[src/rtl/csb_pkg.sv]
`timescale 1ns / 1ps
// ---------------------------------------------------------------------------
// csb_pkg
// Shared widths, operation codes and lane status type for the RGB contrast
// stretch block.
// ---------------------------------------------------------------------------
package csb_pkg;

  localparam int PIX_W   = 8;
  localparam int NUM_W   = 2 * PIX_W;
  localparam int CNT_W   = $clog2(PIX_W + 1);
  localparam int NLANES  = 3;

  localparam logic FUNC_MEASURE = 1'b0;
  localparam logic FUNC_APPLY   = 1'b1;

  typedef logic [PIX_W-1:0] pix_t;

  typedef struct packed {
    logic busy;
    logic done;
  } lane_stat_t;

endpackage

[src/rtl/csb_lane.sv]
`timescale 1ns / 1ps
// ---------------------------------------------------------------------------
// csb_lane
// One color channel: tracks the channel minimum and maximum, and stretches a
// value with a restoring divider that resolves one quotient bit per cycle.
// ---------------------------------------------------------------------------
module csb_lane (
  input  logic                clk,
  input  logic                rst_n,
  input  logic                measure,
  input  logic                first,
  input  logic                start,
  input  logic                ack,
  input  csb_pkg::pix_t       pix,
  output csb_pkg::lane_stat_t stat,
  output csb_pkg::pix_t       quot
);

  csb_pkg::pix_t lo_r, lo_nxt;
  csb_pkg::pix_t hi_r, hi_nxt;
  csb_pkg::pix_t span_r, span_nxt;
  csb_pkg::pix_t rem_r, rem_nxt;
  csb_pkg::pix_t nq_r, nq_nxt;
  logic          zero_r, zero_nxt;
  logic          busy_r, busy_nxt;
  logic [csb_pkg::CNT_W-1:0] cnt_r, cnt_nxt;

  csb_pkg::pix_t                vc;
  csb_pkg::pix_t                dlt;
  logic [csb_pkg::NUM_W-1:0]    num;
  logic [csb_pkg::PIX_W:0]      trial;
  logic                         qbit;

  always_comb begin
    if (pix < lo_r) begin
      vc = lo_r;
    end else if (pix > hi_r) begin
      vc = hi_r;
    end else begin
      vc = pix;
    end
    dlt   = vc - lo_r;
    // times full scale: (d << W) - d
    num   = {dlt, {csb_pkg::PIX_W{1'b0}}} - {{csb_pkg::PIX_W{1'b0}}, dlt};
    trial = {rem_r, nq_r[csb_pkg::PIX_W-1]};
    qbit  = (trial >= {1'b0, span_r});
  end

  always_comb begin
    lo_nxt   = lo_r;
    hi_nxt   = hi_r;
    span_nxt = span_r;
    rem_nxt  = rem_r;
    nq_nxt   = nq_r;
    zero_nxt = zero_r;
    busy_nxt = busy_r;
    cnt_nxt  = cnt_r;
    if (measure) begin
      if (first) begin
        lo_nxt = pix;
        hi_nxt = pix;
      end else begin
        if (pix < lo_r) begin
          lo_nxt = pix;
        end
        if (pix > hi_r) begin
          hi_nxt = pix;
        end
      end
    end
    if (busy_r && (cnt_r != '0)) begin
      cnt_nxt = cnt_r - 1'b1;
      nq_nxt  = {nq_r[csb_pkg::PIX_W-2:0], qbit};
      if (qbit) begin
        rem_nxt = csb_pkg::PIX_W'(trial - {1'b0, span_r});
      end else begin
        rem_nxt = trial[csb_pkg::PIX_W-1:0];
      end
    end
    if (start) begin
      busy_nxt = 1'b1;
      cnt_nxt  = csb_pkg::CNT_W'(csb_pkg::PIX_W);
      span_nxt = hi_r - lo_r;
      zero_nxt = (hi_r <= lo_r);
      rem_nxt  = num[csb_pkg::NUM_W-1:csb_pkg::PIX_W];
      nq_nxt   = num[csb_pkg::PIX_W-1:0];
    end else if (ack) begin
      busy_nxt = 1'b0;
    end
  end

  always_ff @(posedge clk) begin
    if (!rst_n) begin
      lo_r   <= '0;
      hi_r   <= '0;
      busy_r <= 1'b0;
      cnt_r  <= '0;
    end else begin
      lo_r   <= lo_nxt;
      hi_r   <= hi_nxt;
      busy_r <= busy_nxt;
      cnt_r  <= cnt_nxt;
    end
  end

  always_ff @(posedge clk) begin
    span_r <= span_nxt;
    rem_r  <= rem_nxt;
    nq_r   <= nq_nxt;
    zero_r <= zero_nxt;
  end

  assign stat.busy = busy_r;
  assign stat.done = busy_r && (cnt_r == '0);
  assign quot      = zero_r ? '0 : nq_r;

endmodule

[src/rtl/csb_merge.sv]
`timescale 1ns / 1ps
// ---------------------------------------------------------------------------
// csb_merge
// Joins the three lane quotients into one result request and holds it in the
// output register until the downstream side takes it.
// ---------------------------------------------------------------------------
module csb_merge (
  input  logic                clk,
  input  logic                rst_n,
  input  csb_pkg::lane_stat_t stat_r_l,
  input  csb_pkg::lane_stat_t stat_g_l,
  input  csb_pkg::lane_stat_t stat_b_l,
  input  csb_pkg::pix_t       quot_r_l,
  input  csb_pkg::pix_t       quot_g_l,
  input  csb_pkg::pix_t       quot_b_l,
  output logic                ack,
  output logic                out_valid,
  input  logic                out_stall,
  output csb_pkg::pix_t       out_red_out,
  output csb_pkg::pix_t       out_green_out,
  output csb_pkg::pix_t       out_blue_out
);

  logic          vld_r, vld_nxt;
  csb_pkg::pix_t red_r, grn_r, blu_r;

  assign ack = stat_r_l.done && stat_g_l.done && stat_b_l.done && (!vld_r || !out_stall);

  always_comb begin
    vld_nxt = vld_r;
    if (ack) begin
      vld_nxt = 1'b1;
    end else if (vld_r && !out_stall) begin
      vld_nxt = 1'b0;
    end
  end

  always_ff @(posedge clk) begin
    if (!rst_n) begin
      vld_r <= 1'b0;
    end else begin
      vld_r <= vld_nxt;
    end
  end

  always_ff @(posedge clk) begin
    if (ack) begin
      red_r <= quot_r_l;
      grn_r <= quot_g_l;
      blu_r <= quot_b_l;
    end
  end

  assign out_valid     = vld_r;
  assign out_red_out   = red_r;
  assign out_green_out = grn_r;
  assign out_blue_out  = blu_r;

endmodule

[src/rtl/rgb_contrast_stretch.sv]
`timescale 1ns / 1ps
// ---------------------------------------------------------------------------
// rgb_contrast_stretch
// Per-channel min-max contrast stretch of RGB pixels.
// ---------------------------------------------------------------------------
// A measure request (func 0) folds the pixel into the per-channel minimum and
// maximum (first_pixel reloads all of them) and gives no result.
// An apply request (func 1) returns (value - min) * 255 / (max - min) per
// channel, with value clamped to min..max, and 0 for a channel whose range
// is zero. Red, green and blue each have their own lane; the lane dividers
// produce one quotient bit per cycle: an apply loads the operands at
// acceptance, runs 8 divide steps, then hands the result to the output
// register in the same cycle as the next request can be taken.
// Results wait in the output register under out_stall without blocking the
// next request; an apply that finishes while a result still waits there holds
// the input stalled until that result drains.
// ---------------------------------------------------------------------------
module rgb_contrast_stretch (
  input  logic          clk,
  input  logic          rst_n,
  input  logic          in_valid,
  output logic          in_stall,
  input  logic          in_func,
  input  logic          in_first_pixel,
  input  csb_pkg::pix_t in_red_in,
  input  csb_pkg::pix_t in_green_in,
  input  csb_pkg::pix_t in_blue_in,
  output logic          out_valid,
  input  logic          out_stall,
  output csb_pkg::pix_t out_red_out,
  output csb_pkg::pix_t out_green_out,
  output csb_pkg::pix_t out_blue_out
);

  csb_pkg::lane_stat_t stat_r_l, stat_g_l, stat_b_l;
  csb_pkg::pix_t       quot_r_l, quot_g_l, quot_b_l;
  logic                ack;
  logic                acc;
  logic                do_measure;
  logic                do_apply;

  assign in_stall   = (stat_r_l.busy || stat_g_l.busy || stat_b_l.busy) && !ack;
  assign acc        = in_valid && !in_stall;
  assign do_measure = acc && (in_func == csb_pkg::FUNC_MEASURE);
  assign do_apply   = acc && (in_func == csb_pkg::FUNC_APPLY);

  csb_lane u_lane_r (
    .clk     (clk),
    .rst_n   (rst_n),
    .measure (do_measure),
    .first   (in_first_pixel),
    .start   (do_apply),
    .ack     (ack),
    .pix     (in_red_in),
    .stat    (stat_r_l),
    .quot    (quot_r_l)
  );

  csb_lane u_lane_g (
    .clk     (clk),
    .rst_n   (rst_n),
    .measure (do_measure),
    .first   (in_first_pixel),
    .start   (do_apply),
    .ack     (ack),
    .pix     (in_green_in),
    .stat    (stat_g_l),
    .quot    (quot_g_l)
  );

  csb_lane u_lane_b (
    .clk     (clk),
    .rst_n   (rst_n),
    .measure (do_measure),
    .first   (in_first_pixel),
    .start   (do_apply),
    .ack     (ack),
    .pix     (in_blue_in),
    .stat    (stat_b_l),
    .quot    (quot_b_l)
  );

  csb_merge u_merge (
    .clk           (clk),
    .rst_n         (rst_n),
    .stat_r_l      (stat_r_l),
    .stat_g_l      (stat_g_l),
    .stat_b_l      (stat_b_l),
    .quot_r_l      (quot_r_l),
    .quot_g_l      (quot_g_l),
    .quot_b_l      (quot_b_l),
    .ack           (ack),
    .out_valid     (out_valid),
    .out_stall     (out_stall),
    .out_red_out   (out_red_out),
    .out_green_out (out_green_out),
    .out_blue_out  (out_blue_out)
  );

endmodule
[config.mk]
export PLATFORM = sky130hd
export DESIGN_NAME = rgb_contrast_stretch
export DESIGN_NICKNAME = d
export VERILOG_FILES = /design/src/rtl/csb_pkg.sv /design/src/rtl/csb_lane.sv /design/src/rtl/csb_merge.sv /design/src/rtl/rgb_contrast_stretch.sv
export SDC_FILE = /design/constraint.sdc
export NUM_CORES = 1
export LEC_CHECK = 0
export CAP_MARGIN = 10
export CORE_AREA = 4 4 122 171
export CTS_BUF_LIST = sky130_fd_sc_hd__clkbuf_2 sky130_fd_sc_hd__clkbuf_4 sky130_fd_sc_hd__clkbuf_8
export DETAILED_ROUTE_END_ITERATION = 12
export DIE_AREA = 0 0 126 175
export DONT_BUFFER_PORTS = 1
export HOLD_SLACK_MARGIN = 0.1
export PLACE_DENSITY = 0.78
export REMOVE_ABC_BUFFERS = 1
export SYNTH_ARGS = -nofsm -noshare
export SYNTH_HDL_FRONTEND = slang
export SYNTH_SLANG_ARGS = --single-unit
[constraint.sdc]
create_clock -name clk -period 5.2 [get_ports clk]
set_clock_uncertainty 0.05 [all_clocks]
set_input_delay 1.04 -clock clk [delete_from_list [all_inputs] [get_ports clk]]
set_output_delay 1.04 -clock clk [all_outputs]
set_load 0.02 [all_outputs]
Word level (Yosys, flattened, before mapping)

Index checks and enable logic that the tools add are counted.

Flip-flop bits (word level): 161
Output and inout port bits: 26
Word-level logic and storage cells: 144
Input bits: 30

$add $sub $neg: 15
Multiplexer cells: 43
Reductions and logical operators: 43
Bitwise logic cells: 2
Order comparisons: 12

Operator list:

| operator            | count |
|---|---|
| $mux 8              | 33 |
| $sub 8x8->8         | 9 |
| $sub 16x8->16       | 3 |
| $ge 9x8->1          | 3 |
| $gt 8x8->1          | 3 |
| $le 8x8->1          | 3 |
| $lt 8x8->1          | 3 |
| $mux 4              | 6 |
| $reduce_bool 2->1   | 11 |
| $logic_and 1x1->1   | 14 |
| $logic_not 4->1     | 3 |
| $reduce_and 2->1    | 6 |
| $reduce_bool 4->1   | 3 |
| $sub 4x1->4 const B | 3 |
| $logic_not 1->1     | 4 |
| $mux 1              | 4 |
| $not 1->1           | 2 |
| $reduce_or 2->1     | 1 |
| $logic_or 1x1->1    | 1 |

Depth between registers and ports, before layout

Gate-level depths: netlist (run 1).

Word-level depth: 11
Depth in mapped cells: 20

Modules after synthesis

Synthesis (run 1) repeated with hierarchy kept, for this count alone.

Cell total of the unflattened synthesis: 1268
Area, all modules: 11786.3 µm²

By module, submodules not included:

| module                  | instances | cells each | sequential area each (µm²) | area an instance (µm²) |
|---|---|---|---|---|
| csb_lane (u_lane_g ...) | 2         | 411        | 1171.1                     | 3636.0 |
| csb_lane (u_lane_b)     | 1         | 410        | 1171.1                     | 3711.1 |
| csb_merge               | 1         | 29         | 740.7                      | 762.0 |
| rgb_contrast_stretch    | 1         | 7          | 0.0                        | 41.3 |

Worst setup path after synthesis (run 1)

OpenSTA, ideal clock, no wires.

Path type: in2reg
From: input in_green_in[1]
To: register u_lane_g.rem_r[0] (data pin)
Path buffers: 1
Setup slack: -0.192 ns
Stages: 18
Required time: 4.998 ns
Setup time: 0.152 ns
Arrival: 5.190 ns
Cell sequence: ha_1 > nor2b_1 > o211ai_2 > a21oi_1 > o31ai_1 > clkbuf_1 > a21oi_1 > nor2_1 > a21oi_1 > ha_1 > fa_1 > ha_1 > and2_1 > o21ai_1 > or3_4 > or2_4 > or4_1 > a31oi_1

Longest elaborated chain between the ends: 6

RTL lines:

| what                    | line                       | source |
|---|---|---|
| start, declared         | rgb_contrast_stretch.sv:26 | `input csb_pkg::pix_t in_green_in,` |
| $gt 8x8->1              | csb_lane.sv:37             | `end else if (pix > hi_r) begin` |
| $mux 8                  | csb_lane.sv:37             |  |
| $mux 8 (*)              | csb_lane.sv:35             | `if (pix < lo_r) begin` |
| $sub 8x8->8 (*)         | csb_lane.sv:42             | `dlt = vc - lo_r;` |
| $sub 16x8->16 (*)       | csb_lane.sv:44             | `num = {dlt, {csb_pkg::PIX_W{1'b0}}} - {{csb_pkg::PIX_W{1'b0}}, dlt};` |
| $mux 8 (*)              | csb_lane.sv:80             | `if (start) begin` |
| net u_lane_g.rem_nxt[0] | csb_lane.sv:22             | `csb_pkg::pix_t rem_r, rem_nxt;` |
| end signal, assigned    | csb_lane.sv:108            | `rem_r <= rem_nxt;` |
| end, declared           | csb_lane.sv:22             |  |

The timed path passes the listed nets; every way through them passes the cells marked *.
A chain may end at the register's enable or synchronous reset.

Worst setup path in the final report (run 1)

Same ends and word-level chain as after synthesis.

==> flow_summary.toml, run 1 <==
[outcome]
status = "finished, final reports clean"

[synthesis]
synthDistinctLibCells = 76
yosysSeqAreaShare = 0.368
ys.flop_type = "edfxtp_1"
yosysWarnings = 0
synth-edff-count = 99
async_reset_ff_frac = 0
synth.cell_area_um2 = 11500
synth_seq_cells = 161
avgSynthCellArea_um2 = 9.20
syn_inst = 1246

[clock_tree]
cts_tree = "yes"
post_cts_resized = 0
clk_latency_ns = 0.47
cts_buffers = 17
clock_sinks = 161
hold_buffers = 0
post_cts_buffers = 0
clk_pin_slew_ns = 0.10
root_buffer = "clkbuf_8"
htreeDepth = 4
cts_buffer_depth = 2

[critical_path]
start_kind = "input port"
critPathCaptureType = "flip-flop"
cp_data_required_time_ns = 5.47
worstPathMaxFanout = 6
critPathLaunch = "in_green_in[1]"
path_class = "input port to flip-flop"
cp.arrival_ns = 4.91
reg2reg_from = "u_lane_g.hi_r[1]"

[final_layout]
final_layout_size_suffix_gt1_frac = 0.0638
final_nets = 1416
area_growth_pct = 6.61
final_cell_mix = "ha_1, inv_1, nor2_1, edfxtp_1, nand2_1"
insertedDiodeCount = 0
final_cell_area_um2 = 12200
layout_commonest_cell = "ha_1"
stdcell_count = 1518

[detailed_routing]
drtAntennaViolNets = 0
first_pass_iters = 5
drc = 0
drt_iter0_drc = 569
viasPerCell = 5.98
num_vias = 9081
routed_wl_um = 25800
detail_route.wl_per_cell_um = 17.0

[global_route]
grt_pass1_wl_um = 41800
grtUsageTotal = 0.232
antenna_found_initial = 0
grt_max_degree = 55
grt_pass1_vias = 8964
gr-total-overflow = 0

[placed_design]
dp_hpwl_um = 19900
pre_cts_ws_ns = 0.115
portBuffers = 0
routabilityCongestion = 0.908
placed_area_um2 = 11800
placed_cells = 1486

[pwr]
ir_drop_uv = 146
p_per_area_nw_per_um2 = 340
p_leak_uw = 0.00493

[timing]
hold_viol = 0
fin_ws_ns = 0.563
worst_hold_slack_ns = 0.449
worst_pin_slew_ns = 1.00
setup_viol = 0
period_share = 0.892
max_slew_margin = 0.332
rsz0062_at_grt = "no"
slew_violations = 0
fin_crit_ns = 4.64
fmax_mhz = 216

[flow_run]
drv_cap = 0

[min_path]
hold_start = "u_lane_g.cnt_r[2]"
min_path_type = "flip-flop to flip-flop"

[die]
initial_utilization = 0.597
fp.dieH_um = 175
ios = 56
coreArea_um2 = 19200
die_w_um = 126
dieArea_um2 = 22100
rows = 60
[cell families after synthesis]
| group | after synthesis | synth area share |
|---|---|---|
| and+or+nand+nor | 414 | 0.186 |
| AOI/OAI and AO/OA | 292 | 0.161 |
| DFF | 161 | 0.368 |
| buffers and inverters | 141 | 0.0473 |
| adders and majority gates | 129 | 0.147 |
| muxes | 65 | 0.0574 |
| xor gates and xnor gates | 44 | 0.0348 |
[layer usage]
layer / GRT usage / part of all wire / up-vias
met2: 0.425 / 0.52 / 232
met5: 0 / 0 / -
li1: - / - / 4493
met4: 0.103 / 0.037 / 0
met3: 0.0468 / 0.044 / 72
met1: 0.256 / 0.40 / 4284
[synthesized netlist by cell type, drive strengths merged, types with 3 or more instances]
cell type	number	area, um^2
mux2i	59	591
or2	7	46.3
edfxtp	99	2970
or4	5	37.5
inv	110	413
o311ai	3	26.3
nand4b	3	26.3
o31ai	12	90.1
o22ai	12	75.1
o211ai	9	72.6
nor3b	7	52.6
xor2	17	149
nand3b	3	22.5
a211oi	10	75.1
nor2b	88	558
nand3	14	70.1
buf	8	42.5
a21o	14	106
a21oi	75	379
o31a	8	70.1
o21bai	5	37.5
o21ai	88	455
o21a	19	143
ha	120	1500
a22oi	3	22.5
a31oi	4	25.0
nand2b	19	119
a21boi	12	90.1
nand4	21	131
clkbuf	23	86.3
xnor2	26	228
dfxtp	62	1240
nor2	101	379
nor3	25	130
or3	5	36.3
nand2	89	334
mux2	6	67.6
nor4	11	75.1
fa	9	180
and2	11	68.8
[per-stage QoR]
stage	utilization	total power, uW	setup TNS (ns)
final	0.636	4160	0
after floorplan	-	2830	-1.32
after global placement	0.615	3180	0
after global routing	0.636	4430	0
after CTS	0.636	4160	0
after detailed placement	0.615	3220	0
[report_power, final]
group	switching (uW)	leakage, uW	internal [uW]	total, uW
logic	896	0.00329	690	1590
registers	87.2	0.00144	1540	1630
clock network	542	0.000200	403	945
total	1520	0.00493	2630	4160
[path summary, 6_finish.rpt]
path,end,slack [ns],depth (start not counted)
min reg2reg,u_lane_g.cnt_r[2],0.45,2
min,u_lane_g.cnt_r[2],0.45,2
max reg2reg,u_lane_g.rem_r[0],0.63,19
max,u_lane_g.rem_r[0],0.56,18
[critical path, cell delays in order]
cell,delay [ns]
ha_1,0.29
nor2b_1,0.15
o211ai_2,0.17
a21oi_1,0.11
o31ai_1,0.24
buf_4,0.18
a21oi_1,0.07
nor2_1,0.10
a21oi_1,0.06
ha_1,0.23
fa_1,0.55
ha_1,0.21
and2_1,0.15
o21ai_1,0.10
or3_4,0.35
or2_4,0.25
or4_1,0.50
a31oi_1,0.17
[cell type report]
class	instances	area, um^2
fill	1605	6990
multi-input combinational	944	6720
sequential	161	4210
inverter	110	413
tap	248	310
clock buffer	17	234
timing repair buffer	23	173
clock inverter	15	165
No activity file was read; power rests on OpenSTA's default activity.
==> inputs of run 2 (changes only) <==
--- a/config.mk
+++ b/config.mk
@@ -6,13 +6,13 @@
 export NUM_CORES = 1
 export LEC_CHECK = 0
 export CAP_MARGIN = 10
-export CORE_AREA = 4 4 122 171
+export CORE_AREA = 4 4 116 162
 export CTS_BUF_LIST = sky130_fd_sc_hd__clkbuf_2 sky130_fd_sc_hd__clkbuf_4 sky130_fd_sc_hd__clkbuf_8
 export DETAILED_ROUTE_END_ITERATION = 12
-export DIE_AREA = 0 0 126 175
+export DIE_AREA = 0 0 120 166
 export DONT_BUFFER_PORTS = 1
 export HOLD_SLACK_MARGIN = 0.1
-export PLACE_DENSITY = 0.78
+export PLACE_DENSITY = 0.82
 export REMOVE_ABC_BUFFERS = 1
 export SYNTH_ARGS = -nofsm -noshare
 export SYNTH_HDL_FRONTEND = slang
==> constraint.sdc (replaced) <==
create_clock -name clk -period 4.65 [get_ports clk]
set_clock_uncertainty 0.05 [all_clocks]
set_input_delay 0.93 -clock clk [delete_from_list [all_inputs] [get_ports clk]]
set_output_delay 0.93 -clock clk [all_outputs]
set_load 0.02 [all_outputs]
==> run 2 against run 1 <==
  * Non-clock buffer count is 44 higher
  * Via count increased by 2.8%
  * Die area decreased by 9.7%
  * Highest routed layer unchanged
  * Utilization is 9.1 points higher
==> flow_summary.toml, run 2 (same netlist as run 1, synthesis figures left out) <==
[detailed_routing]
drt_iter0_drc = 528
detail_route.wl_per_cell_um = 17.1
first_pass_iters = 5
viasPerCell = 6.02
num_vias = 9336
drtAntennaViolNets = 0
drc = 0
routed_wl_um = 26500

[clock_tree]
root_buffer = "clkbuf_8"
clk_latency_ns = 0.48
clk_pin_slew_ns = 0.09
htreeDepth = 4
clock_sinks = 161
hold_buffers = 0
cts_buffer_depth = 2
cts_buffers = 17
cts_tree = "yes"

[critical_path]
cp_slowest_cell = "or4_1"
cp_data_required_time_ns = 4.92
start_kind = "flip-flop"
critPathTopFamily = "compound AO/OA/AOI/OAI gates"
critPathCaptureType = "flip-flop"
cp.arrival_ns = 4.68
cp_cell_sequence = "inv_1, ha_1, o2111ai_1, a21oi_1, o31ai_1, o2bb2ai_2, buf_4, o21ai_0, ha_1, o21a_1, o31a_1, o31a_1, a21oi_2, or3_4, or2_4, or4_1, a31oi_1"
cpPeakStageDelay_ns = 0.50
path_class = "flip-flop to flip-flop"
cp_num_buf_inv = 2
worstPathMaxFanout = 15

[final_layout]
final_cell_mix = "ha_1, inv_1, nor2_1, edfxtp_1, nand2_1"
layout_commonest_cell = "ha_1"
area_growth_pct = 9.92
final_cell_area_um2 = 12600
insertedDiodeCount = 0
num-fill-cells = 1306
final_nets = 1460
final_layout_size_suffix_gt1_frac = 0.101

[global_route]
gr-total-overflow = 0
antenna_found_initial = 0
grt_pass1_vias = 9365
grt_max_degree = 55
grtUsageTotal = 0.269
grt_pass1_wl_um = 43500

[placed_design]
dp_hpwl_um = 20200
portBuffers = 0
routabilityCongestion = 0.925
placed_area_um2 = 12100

[timing]
fmax_mhz = 227
slew_violations = 0
hold_viol = 0
fin_tns_setup_ns = 0
period_share = 0.948
max_slew_margin = 0.313
setup_viol = 0
worst_pin_slew_ns = 1.03
fin_crit_ns = 4.41

[pwr]
power_frac_comb = 0.400
p_leak_uw = 0.00516
power_switching_uw = 1720
swShare = 0.356
p_seq_frac = 0.377
pwr-share-clk = 0.223
p_per_area_nw_per_um2 = 383
ir_drop_uv = 210
power.internal_uw = 3110

[die]
fp.dieH_um = 166
dieArea_um2 = 19900
coreArea_um2 = 17300
initial_utilization = 0.662
rows = 57
ios = 56
die_w_um = 120

[outcome]
status = "finished, final reports clean"

[min_path]
min_path_type = "flip-flop to flip-flop"

[flow_run]
drv_cap = 0
[run 2: changes by cell type in the layout (fill, tap and decap cells not counted), sizes merged]
cell / before / now
buf: 23 / 67
bufinv: 1 / 2
clkinvlp: 2 / 0
inv: 120 / 116
clkinv: 2 / 5
clkbuf: 17 / 19
[run 2: path summary, 6_finish.rpt]
| check | startpoint | endpoint | slack (ns) | depth (start not counted) |
|---|---|---|---|---|
| max reg2reg | u_lane_g.lo_r[2] | u_lane_g.rem_r[0] | 0.24 | 17 |
| min | u_lane_b.cnt_r[2] | u_lane_b.cnt_r[2] | 0.45 | 2 |
| max | u_lane_g.lo_r[2] | u_lane_g.rem_r[0] | 0.24 | 17 |
| min reg2reg | u_lane_b.cnt_r[2] | u_lane_b.cnt_r[2] | 0.45 | 2 |
[run 2: power groups by stage]
stage | Clock (uW) | Sequential, uW | Combinational [uW]
after detailed placement | 0 | 1850 | 1880
after global routing | 1150 | 1830 | 2140
after CTS | 1080 | 1820 | 1900
after floorplan | 0 | 1820 | 1340
after global placement | 0 | 1850 | 1830
final | 1070 | 1820 | 1930
[run 2: tightest hold or removal path, stage by stage, from the launching register on]
cell,delay [ns]
dfxtp_1,0.34
nand2_1,0.06
a21oi_1,0.05
[run 2: area by class of cell]
class | instances | area (um^2) | share of cell area
sequential | 161 | 4220 | 0.334
clock inverter | 13 | 150 | 0.0119
multi-input combinational | 944 | 6770 | 0.537
timing repair buffer | 67 | 503 | 0.0399
tap | 236 | 295 | 0.0234
inverter | 110 | 413 | 0.0328
clock buffer | 19 | 255 | 0.0203
[run 2: layer usage]
metal | vias up | global-route usage | wire [um]
li1 | 4578 | - | -
met3 | 87 | 0.0518 | 1320
met1 | 4388 | 0.291 | 10100
met2 | 283 | 0.490 | 13900
met4 | 0 | 0.139 | 1180
met5 | - | 0 | 0
[run 2: stage by stage]
stage	hold slack, ns	instances	total power [uW]	utilization	worst slack (ns)
floorplan	0.407	1215	3160	-	-0.907
global placement	0.419	1517	3670	0.700	-0.176
detailed placement	0.432	1517	3730	0.700	-0.239
CTS	0.445	1549	4800	0.724	0.221
global route	0.473	1550	5130	0.727	-0.0202
finish	0.447	1550	4830	0.727	0.240
[run 2: timing repair]
| item | CTS | global route |
|---|---|---|
| buffers inserted | 0 | 1 |
| setup endpoints to repair | 0 | 8 |
| resized for setup | 0 | 13 |
